[config.mk]
export PLATFORM = sky130hd
export DESIGN_NAME = crc16_frame_receiver_core_flat
export DESIGN_NICKNAME = d
export VERILOG_FILES = /design/src/sv/crc16fr_pkg.sv /design/src/sv/crc16fr_in_if.sv /design/src/sv/crc16fr_out_if.sv /design/src/sv/crc16_frame_receiver_core.sv /design/src/flat_wrapper.sv
export SDC_FILE = /design/constraint.sdc
export NUM_CORES = 1
export LEC_CHECK = 0
export ABC_AREA = 1
export BUFFER_PORTS_ARGS = -buffer_cell sky130_fd_sc_hd__buf_2
export CAP_MARGIN = 20
export CORE_UTILIZATION = 50
export CTS_CLUSTER_DIAMETER = 80
export DETAILED_ROUTE_END_ITERATION = 8
export GPL_TIMING_DRIVEN = 0
export PLACE_DENSITY = 0.69
export SLEW_MARGIN = 20
export SYNTH_ARGS = -nofsm -noshare
export SYNTH_HDL_FRONTEND = slang
export SYNTH_SLANG_ARGS = --single-unit
[constraint.sdc]
create_clock -name clk -period 3 [get_ports clk]
set_clock_uncertainty 0.15 [all_clocks]
set_input_delay 0.45 -clock clk [delete_from_list [all_inputs] [get_ports clk]]
set_output_delay 0.45 -clock clk [all_outputs]
set_load 0.01 [all_outputs]
[src/sv/crc16fr_pkg.sv]
`default_nettype none

package crc16fr_pkg;

	localparam int MAX_DATA_BYTES = 8;

	localparam int BYTE_W     = 8;
	localparam int STATUS_W   = 3;
	localparam int BYTE_POS_W = 4;
	localparam int CFG_IDX_W  = 2;
	localparam int CFG_DATA_W = 8;

	localparam int FRAME_BASE_LEN = 8;
	localparam int POS_W = $clog2(FRAME_BASE_LEN + MAX_DATA_BYTES);
	localparam int LEN_W = $clog2(FRAME_BASE_LEN + MAX_DATA_BYTES + 1);

	localparam logic [BYTE_W-1:0] HDR0_BYTE  = 8'h77;
	localparam logic [BYTE_W-1:0] HDR1_BYTE  = 8'h99;
	localparam logic [BYTE_W-1:0] BCAST_ADDR = 8'hFF;

	localparam logic [15:0] CRC_INIT = 16'hFFFF;
	localparam logic [15:0] CRC_POLY = 16'hA001;

	localparam logic [BYTE_W-1:0] DEV_ADDR_RST   = 8'd1;
	localparam logic [BYTE_W-1:0] READ_CODE_RST  = 8'd3;
	localparam logic [BYTE_W-1:0] WRITE_CODE_RST = 8'd16;

	typedef enum logic [STATUS_W-1:0] {
		ST_COLLECT    = 3'd0,
		ST_GOOD       = 3'd1,
		ST_BAD_HEADER = 3'd2,
		ST_BAD_ADDR   = 3'd3,
		ST_BAD_FUNC   = 3'd4,
		ST_BAD_CRC    = 3'd5,
		ST_COUNT_HIGH = 3'd6
	} status_t;

	typedef enum logic [CFG_IDX_W-1:0] {
		CFG_DEV_ADDR   = 2'd0,
		CFG_READ_CODE  = 2'd1,
		CFG_WRITE_CODE = 2'd2
	} cfg_idx_t;

	// CRC-16/MODBUS, one byte, LSB first
	function automatic logic [15:0] crc_byte(input logic [15:0] crc, input logic [7:0] b);
		logic [15:0] c;
		c = crc ^ {8'h00, b};
		for (int k = 0; k < 8; k++) begin
			if (c[0]) begin
				c = (c >> 1) ^ CRC_POLY;
			end else begin
				c = c >> 1;
			end
		end
		return c;
	endfunction

endpackage

`default_nettype wire

[src/sv/crc16fr_in_if.sv]
`default_nettype none

interface crc16fr_in_if;
	import crc16fr_pkg::*;

	logic              valid;
	logic              ready;
	logic [BYTE_W-1:0] rx_byte;

	modport source (output valid, output rx_byte, input ready);
	modport sink (input valid, input rx_byte, output ready);

endinterface

`default_nettype wire

[src/sv/crc16fr_out_if.sv]
`default_nettype none

interface crc16fr_out_if;
	import crc16fr_pkg::*;

	logic                  valid;
	logic                  ready;
	logic [STATUS_W-1:0]   status;
	logic [BYTE_POS_W-1:0] byte_pos;
	logic [BYTE_W-1:0]     byte_value;
	logic                  is_write;
	logic                  is_broadcast;
	logic [BYTE_W-1:0]     start_register;
	logic [BYTE_W-1:0]     register_count;

	modport source (
		output valid, output status, output byte_pos, output byte_value,
		output is_write, output is_broadcast, output start_register,
		output register_count, input ready
	);
	modport sink (
		input valid, input status, input byte_pos, input byte_value,
		input is_write, input is_broadcast, input start_register,
		input register_count, output ready
	);

endinterface

`default_nettype wire

[src/sv/crc16_frame_receiver_core.sv]
`default_nettype none

// Request frame checker for a serial byte stream: 0x77 0x99 addr func start count
// [data] crc_lo crc_hi, with CRC-16/MODBUS over addr..data. Every received byte
// beat yields one result beat carrying a status (collecting, good, or the reason
// the frame was dropped) plus the frame fields captured so far. The frame state and
// the result register update at the edge the byte is accepted, so one byte per
// clock is sustained while the result side keeps up; the result register lets the
// next byte in during the cycle its result is taken.
// Register writes (own address, read code, write code) are meant for idle times.
module crc16_frame_receiver_core (
	input  wire                               clk,
	input  wire                               arst_n,
	crc16fr_in_if.sink                        rx,
	crc16fr_out_if.source                     result,
	input  wire                               cfg_we,
	input  wire [crc16fr_pkg::CFG_IDX_W-1:0]  cfg_index,
	input  wire [crc16fr_pkg::CFG_DATA_W-1:0] cfg_wdata
);
	import crc16fr_pkg::*;

	localparam int CMP_W = LEN_W + 1;

	logic [BYTE_W-1:0] dev_addr_q;
	logic [BYTE_W-1:0] read_code_q;
	logic [BYTE_W-1:0] write_code_q;

	logic [POS_W-1:0]  pos_q;
	logic [15:0]       crc_q;
	logic              wr_flag_q;
	logic              bc_flag_q;
	logic [BYTE_W-1:0] start_q;
	logic [BYTE_W-1:0] count_q;
	logic [LEN_W-1:0]  exp_len_q;

	logic              out_valid_q;
	status_t           out_status_q;
	logic [BYTE_POS_W-1:0] out_pos_q;
	logic [BYTE_W-1:0] out_byte_q;
	logic              out_wr_q;
	logic              out_bc_q;
	logic [BYTE_W-1:0] out_start_q;
	logic [BYTE_W-1:0] out_count_q;

	logic              accept;
	logic [BYTE_W-1:0] b;

	// frame state seen by this byte (cleared at frame start)
	logic              first;
	logic [15:0]       cur_crc;
	logic              cur_wr;
	logic              cur_bc;
	logic [BYTE_W-1:0] cur_start;
	logic [BYTE_W-1:0] cur_count;
	logic [LEN_W-1:0]  cur_exp;

	status_t           st;
	logic [15:0]       nxt_crc;
	logic              nxt_wr;
	logic              nxt_bc;
	logic [BYTE_W-1:0] nxt_start;
	logic [BYTE_W-1:0] nxt_count;
	logic [LEN_W-1:0]  nxt_exp;
	logic [15:0]       crc_upd;
	logic [CMP_W-1:0]  pos_plus2;
	logic [CMP_W-1:0]  exp_ext;

	assign rx.ready = !out_valid_q || result.ready;
	assign accept   = rx.valid && rx.ready;
	assign b        = rx.rx_byte;

	assign first     = (pos_q == '0);
	assign cur_crc   = first ? CRC_INIT : crc_q;
	assign cur_wr    = first ? 1'b0 : wr_flag_q;
	assign cur_bc    = first ? 1'b0 : bc_flag_q;
	assign cur_start = first ? '0 : start_q;
	assign cur_count = first ? '0 : count_q;
	assign cur_exp   = first ? LEN_W'(FRAME_BASE_LEN) : exp_len_q;

	assign crc_upd   = crc_byte(cur_crc, b);
	assign pos_plus2 = CMP_W'(pos_q) + CMP_W'(2);
	assign exp_ext   = CMP_W'(cur_exp);

	always_comb begin
		st        = ST_COLLECT;
		nxt_crc   = cur_crc;
		nxt_wr    = cur_wr;
		nxt_bc    = cur_bc;
		nxt_start = cur_start;
		nxt_count = cur_count;
		nxt_exp   = cur_exp;
		if (pos_q == POS_W'(0)) begin
			if (b != HDR0_BYTE) st = ST_BAD_HEADER;
		end else if (pos_q == POS_W'(1)) begin
			if (b != HDR1_BYTE) st = ST_BAD_HEADER;
		end else if (pos_q == POS_W'(2)) begin
			if (b != dev_addr_q && b != BCAST_ADDR) begin
				st = ST_BAD_ADDR;
			end else begin
				nxt_bc  = (b == BCAST_ADDR);
				nxt_crc = crc_upd;
			end
		end else if (pos_q == POS_W'(3)) begin
			if (b == read_code_q) begin
				nxt_wr  = 1'b0;
				nxt_crc = crc_upd;
			end else if (b == write_code_q) begin
				nxt_wr  = 1'b1;
				nxt_crc = crc_upd;
			end else begin
				st = ST_BAD_FUNC;
			end
		end else if (pos_q == POS_W'(4)) begin
			nxt_start = b;
			nxt_crc   = crc_upd;
		end else if (pos_q == POS_W'(5)) begin
			nxt_count = b;
			if (cur_wr && b > BYTE_W'(MAX_DATA_BYTES)) begin
				st = ST_COUNT_HIGH;
			end else begin
				nxt_exp = cur_wr ? LEN_W'(FRAME_BASE_LEN) + LEN_W'(b)
				                 : LEN_W'(FRAME_BASE_LEN);
				nxt_crc = crc_upd;
			end
		end else if (pos_plus2 < exp_ext) begin
			nxt_crc = crc_upd;
		end else if (pos_plus2 == exp_ext) begin
			if (b != cur_crc[7:0]) st = ST_BAD_CRC;
		end else begin
			st = (b == cur_crc[15:8]) ? ST_GOOD : ST_BAD_CRC;
		end
	end

	always_ff @(posedge clk or negedge arst_n) begin
		if (!arst_n) begin
			dev_addr_q   <= DEV_ADDR_RST;
			read_code_q  <= READ_CODE_RST;
			write_code_q <= WRITE_CODE_RST;
		end else if (cfg_we) begin
			case (cfg_idx_t'(cfg_index))
				CFG_DEV_ADDR:   dev_addr_q   <= cfg_wdata;
				CFG_READ_CODE:  read_code_q  <= cfg_wdata;
				CFG_WRITE_CODE: write_code_q <= cfg_wdata;
				default: ;
			endcase
		end
	end

	always_ff @(posedge clk or negedge arst_n) begin
		if (!arst_n) begin
			pos_q     <= '0;
			crc_q     <= CRC_INIT;
			wr_flag_q <= 1'b0;
			bc_flag_q <= 1'b0;
			start_q   <= '0;
			count_q   <= '0;
			exp_len_q <= LEN_W'(FRAME_BASE_LEN);
		end else if (accept) begin
			pos_q     <= (st == ST_COLLECT) ? pos_q + POS_W'(1) : '0;
			crc_q     <= nxt_crc;
			wr_flag_q <= nxt_wr;
			bc_flag_q <= nxt_bc;
			start_q   <= nxt_start;
			count_q   <= nxt_count;
			exp_len_q <= nxt_exp;
		end
	end

	always_ff @(posedge clk or negedge arst_n) begin
		if (!arst_n) begin
			out_valid_q <= 1'b0;
		end else if (accept) begin
			out_valid_q <= 1'b1;
		end else if (result.ready) begin
			out_valid_q <= 1'b0;
		end
	end

	always_ff @(posedge clk) begin
		if (accept) begin
			out_status_q <= st;
			out_pos_q    <= pos_q[BYTE_POS_W-1:0];
			out_byte_q   <= b;
			out_wr_q     <= nxt_wr;
			out_bc_q     <= nxt_bc;
			out_start_q  <= nxt_start;
			out_count_q  <= nxt_count;
		end
	end

	assign result.valid          = out_valid_q;
	assign result.status         = out_status_q;
	assign result.byte_pos       = out_pos_q;
	assign result.byte_value     = out_byte_q;
	assign result.is_write       = out_wr_q;
	assign result.is_broadcast   = out_bc_q;
	assign result.start_register = out_start_q;
	assign result.register_count = out_count_q;

endmodule

`default_nettype wire

[src/flat_wrapper.sv]
// flat-port wrapper written by rule: the top's interface ports become plain ports
module crc16_frame_receiver_core_flat import crc16fr_pkg::*;
  (clk, arst_n, cfg_we, cfg_index, cfg_wdata, rx_valid, rx_rx_byte, rx_ready, result_valid, result_status, result_byte_pos, result_byte_value, result_is_write, result_is_broadcast, result_start_register, result_register_count, result_ready);
  crc16fr_in_if rx_i ();
  crc16fr_out_if result_i ();
  input  wire clk;
  input  wire arst_n;
  input  wire cfg_we;
  input  wire [crc16fr_pkg::CFG_IDX_W-1:0] cfg_index;
  input  wire [crc16fr_pkg::CFG_DATA_W-1:0] cfg_wdata;
  input wire logic [$bits(rx_i.valid)-1:0] rx_valid;
  input wire logic [$bits(rx_i.rx_byte)-1:0] rx_rx_byte;
  output wire logic [$bits(rx_i.ready)-1:0] rx_ready;
  output wire logic [$bits(result_i.valid)-1:0] result_valid;
  output wire logic [$bits(result_i.status)-1:0] result_status;
  output wire logic [$bits(result_i.byte_pos)-1:0] result_byte_pos;
  output wire logic [$bits(result_i.byte_value)-1:0] result_byte_value;
  output wire logic [$bits(result_i.is_write)-1:0] result_is_write;
  output wire logic [$bits(result_i.is_broadcast)-1:0] result_is_broadcast;
  output wire logic [$bits(result_i.start_register)-1:0] result_start_register;
  output wire logic [$bits(result_i.register_count)-1:0] result_register_count;
  input wire logic [$bits(result_i.ready)-1:0] result_ready;
  assign rx_i.valid = rx_valid;
  assign rx_i.rx_byte = rx_rx_byte;
  assign rx_ready = rx_i.ready;
  assign result_valid = result_i.valid;
  assign result_status = result_i.status;
  assign result_byte_pos = result_i.byte_pos;
  assign result_byte_value = result_i.byte_value;
  assign result_is_write = result_i.is_write;
  assign result_is_broadcast = result_i.is_broadcast;
  assign result_start_register = result_i.start_register;
  assign result_register_count = result_i.register_count;
  assign result_i.ready = result_ready;
  crc16_frame_receiver_core u_core (.clk(clk), .arst_n(arst_n), .rx(rx_i), .result(result_i), .cfg_we(cfg_we), .cfg_index(cfg_index), .cfg_wdata(cfg_wdata));
endmodule
==> results.md <==
Clock tree:
- The number of clock buffers inserted by TritonCTS is 9.
- The TritonCTS clock tree is yes.
- The clock tree buffer depth is 2.
- The H-tree was split into 3 levels.
- The register clock-pin slew on the reported worst setup and hold paths is 70 ps.
- The latest clock arrival within the worst-skew pair is between 300 and 400 ps.
- The CTS root buffer is clkbuf_16.
- For this design, the sink count on the clock tree is 101.

Synthesis:
- The cell area after synthesis is between 5000 and 6000 um^2.
- The number of flip-flops and latches in the synthesized netlist is 101.
- The synthesized area divided by synthesized cell count is 8.53 um^2.
- The number of enable flip-flop cells after synthesis is 33.
- The synthesized net count is 733.
- The Yosys step of the flow raised 0 warnings.
- The cell count after synthesis is approximately 700.
- The most used flip-flop cell after synthesis is dfrtp_1.
- The synthesized netlist contains 48 unique library cells.
- Of all flip-flops after synthesis, the portion carrying an async set or reset was between 60% and 70%.
- The sequential-to-total area share from yosys stat is 45.8%.

Place:
- Timing analysis after detailed placement gives a worst setup slack of -653 ps.
- The HPWL reported at the end of detailed placement is 11.8 mm.
- The number of buffer cells added on primary ports is between 50 and 60.
- The cell total after placement is between 800 and 900.
- The congestion estimate from routability-driven global placement came to 0.948.

Die:
- From left edge to right edge, the die measures roughly 110 um.
- The initial utilization of the core area, before any placement, comes to 51.6%.
- The total area inside the core boundary comes to 11500 um^2.
- The die covers 12300 um^2.
- The total I/O pin count is a little under 60.
- The number of rows created at floorplan is 39.
- The floorplan step set the die height to 111 um.

Power:
- After layout, the design draws a total of 4.61 mW.
- The worst IR drop on VDD is 473 uV.
- The net switching power is 1.64 mW.
- The internal power summed over all cells is 2.96 mW.
- For this design the ratio of total power to cell area is 649 nW/um^2.
- The share of total power dissipated in the clock network is 28.0%.
- In this run, the combinational gates consume 34.7% of the power.
- The leakage power summed over all cells is 3.40 nW.
- The proportion of total power due to net switching is 35.6%.
- The fraction of power consumed by sequential logic is between 30 and 40%.

Route:
- The vias after detailed routing is between 5000 and 6000.
- The detailed-route DRC error count is 4.
- The average routed wire per standard cell is 17.8 um.
- Summed over all layers, the routed wires come to approximately 17 mm.
- The first detailed-routing pass ran for 7 iterations.
- Dividing the detail-routed via count by the number of cells gives 5.56.
- The first routing iteration left roughly 530 violations.
- The post-detailed-route count of antenna-violating nets is 0.

Hold path:
- The worst hold path startpoint is rx_rx_byte[4].
- The worst hold path terminates at u_core.result.byte_value[4].
- The cell count of the worst hold path is 1.
- The path class of the tightest hold or removal check is in -> reg.

Cells and area:
- Cells with a size suffix above 1 make up between 20% and 30% of the layout.
- The area growth from synthesis to layout is 19.5%.
- The final instance count without filler cells is 936.
- After the last flow step, the layout net total stands at about 820.
- The utilization after layout is 61.6%.
- The count of antenna diodes in the layout is 0.

Critical path:
- Of all nets on the critical path, the largest fanout is 7.
- For flop-to-flop paths, the worst setup slack is 160 ps.
- STA puts the critical path data arrival time at 2980 ps.
- The critical path required time is 3130 ps.
- The critical path in this run is classified as reg -> reg.
- The launch point of the worst reg-to-reg path is u_core.pos_q[1].
- The startpoint type of the worst setup path is a flip-flop.
- The worst reg2reg path depth is 21.
- The endpoint of the worst-slack reg-to-reg timing path is u_core.crc_q[2].
- STA classifies the critical path endpoint as a flip-flop.

STA:
- The final max-slew violation count is 0.
- Setup repair after global routing left no endpoint under its margin.
- The tightest slew margin relative to the limit is about 53%.
- The portion of the clock cycle consumed by the worst path in the final layout is 94.8%.
- In the post-route analysis, the smallest setup slack over all paths is about 160 ps.
- The total negative slack for setup checks is 0 ps.
- The worst path needs approximately 2800 ps of the cycle, external delays included.
- The achievable frequency is ~0.35 GHz.
- Setup violations remaining at the end of the flow were counted as 0.
- The count of final hold-check violations is 0.
- The worst-margin pin slew is 711 ps.

Run status:
- The run finished, with violations left.
- The final reports fail on design-rule violations.

GRT:
- The initial antenna violation count is 0.
- Entering global routing, the biggest net connects 38 pins.
- The overall overflow remaining after global route is 0.
- Global routing used 28.5% of the available tracks across all layers.
- The wire length of the first global-routing pass is 26.7 mm.
- The via count of the first global-routing pass was slightly above 5000.

Job:
- The max-cap violation count is 0.
==> synthesized netlist by cell type (9+ instances only) <==
cell type	instances	area share, %
nand2_1	183	12
inv_1	67	4.2
o21ai_0	58	4.9
dfrtp_1	47	20
nor2_1	37	2.3
edfxtp_1	33	17
nand3_1	28	2.4
a21oi_1	27	2.3
dfstp_2	21	9.3
xor2_1	19	2.8
xnor2_1	17	2.5
nand2_2	15	1.6
ha_1	13	2.7
nand4_1	13	1.4
clkbuf_1	12	0.76
buf_2	9	0.76
nand2_4	9	1.7
nand3_2	9	1.5
o21ai_1	9	0.76
==> cells by family (layout without fill, tap and decap cells) <==
kind of cell,Yosys count,in the layout,share of synthesized area (%)
AO/OA/AOI/OAI,128,128,12.7
XOR/XNOR,38,38,6.04
adder cells (fa/ha/maj),13,13,2.74
buffers and inverters,103,198,7.35
flip-flops,101,101,45.8
AND/OR/NAND/NOR,314,315,25.5
==> layout make-up <==
| cell class | instances | area, um^2 |
|---|---|---|
| multi-input combinational | 494 | 2910 |
| timing repair buffer | 79 | 484 |
| sequential | 101 | 2720 |
| fill | 982 | 4420 |
| clock buffer | 10 | 229 |
| clock inverter | 6 | 92.6 |
| inverter | 75 | 294 |
| buffer | 28 | 193 |
| tap | 143 | 179 |
==> routing by layer <==
metal	up-vias	track usage, %	part of all wire (%)	routed length, um
met3	34	5.85	6.4	1070
met5	-	0	0	0
met4	0	10.9	2.1	358
met1	2513	36.6	44	7340
met2	184	47.3	47	7920
li1	2473	-	-	-
==> critical path, stage by stage, from the launching register on <==
cell     delay (ps)
dfrtp_2         400
inv_4            60
ha_4            180
nand2_8          80
buf_12          130
buf_12          110
nand2_4          60
ha_4            280
nand3_2          70
inv_1            70
o21ai_1          60
nand3_1         100
nand2_1          70
nand2_1          70
nand2_2         100
nand2_4         150
buf_4           130
buf_4           100
nand2_1          40
o21ai_0          60
nand2_1          70
a32oi_1         210
==> through the flow <==
stage	hold slack, ps	instance area (um^2)
after floorplan	4.41	5940
after CTS	117	6930
after global placement	306	6410
after detailed placement	281	6450
final	123	7100
after global routing	111	7100
==> registers in the layout (all words and copies together) (netlist names) <==
signal / cells
u_core.result.is_broadcast: 1
u_core.result.valid: 1
u_core.pos_q: 4
u_core.result.register_count: 8
u_core.dev_addr_q: 8
u_core.count_q: 8
u_core.read_code_q: 8
u_core.crc_q: 16
u_core.result.start_register: 8
u_core.wr_flag_q: 1
u_core.result.is_write: 1
u_core.result.byte_pos: 4
u_core.exp_len_q: 5
u_core.start_q: 8
u_core.result.byte_value: 8
u_core.write_code_q: 8
u_core.result.status: 3
u_core.bc_flag_q: 1
==> layout by cell type (no fill, tap or decap), types with 7 or more instances in the layout <==
cell / count
nand2_1: 178
buf_2: 66
inv_1: 63
o21ai_0: 53
dfrtp_1: 45
nor2_1: 36
edfxtp_1: 33
a21oi_1: 27
nand3_1: 27
buf_4: 21
dfstp_2: 21
xor2_1: 18
nand2_2: 17
xnor2_1: 17
nand4_1: 13
o21ai_1: 13
nand2_4: 12
clkbuf_1: 11
ha_1: 10
inv_2: 9
nand3_2: 9
clkbuf_16: 9
nor3_1: 7
==> power by group through the flow <==
| stage | Combinational, mW | Clock, mW | Sequential (mW) |
|---|---|---|---|
| final | 1.60 | 1.29 | 1.72 |
| after global routing | 1.74 | 1.36 | 1.73 |
| after CTS | 1.46 | 1.31 | 1.72 |
| after detailed placement | 1.34 | 0 | 1.75 |
| after global placement | 1.31 | 0 | 1.74 |
| after floorplan | 0.944 | 0 | 1.75 |
==> repair_timing <==
item,CTS,global route
setup buffers,7,12
cloned,1,0
hold buffers,1,0
pin swaps,6,10
hold endpoints to repair,20,0
endpoints found under the setup margin,22,20
gates resized for setup,23,26
==> worst max-delay path by stage <==
stage / startpoint / to / cells after the start
2_1_floorplan: u_core.pos_q[0] / u_core.crc_q[12] / 20
3_3_place_gp: u_core.pos_q[0] / u_core.crc_q[12] / 20
3_5_place_dp: u_core.pos_q[0] / u_core.crc_q[12] / 20
4_1_cts: u_core.pos_q[1] / u_core.crc_q[7] / 21
5_1_grt: u_core.pos_q[3] / u_core.crc_q[2] / 20
6_report: u_core.pos_q[1] / u_core.crc_q[2] / 21
(Power assumes the default switching activity.)
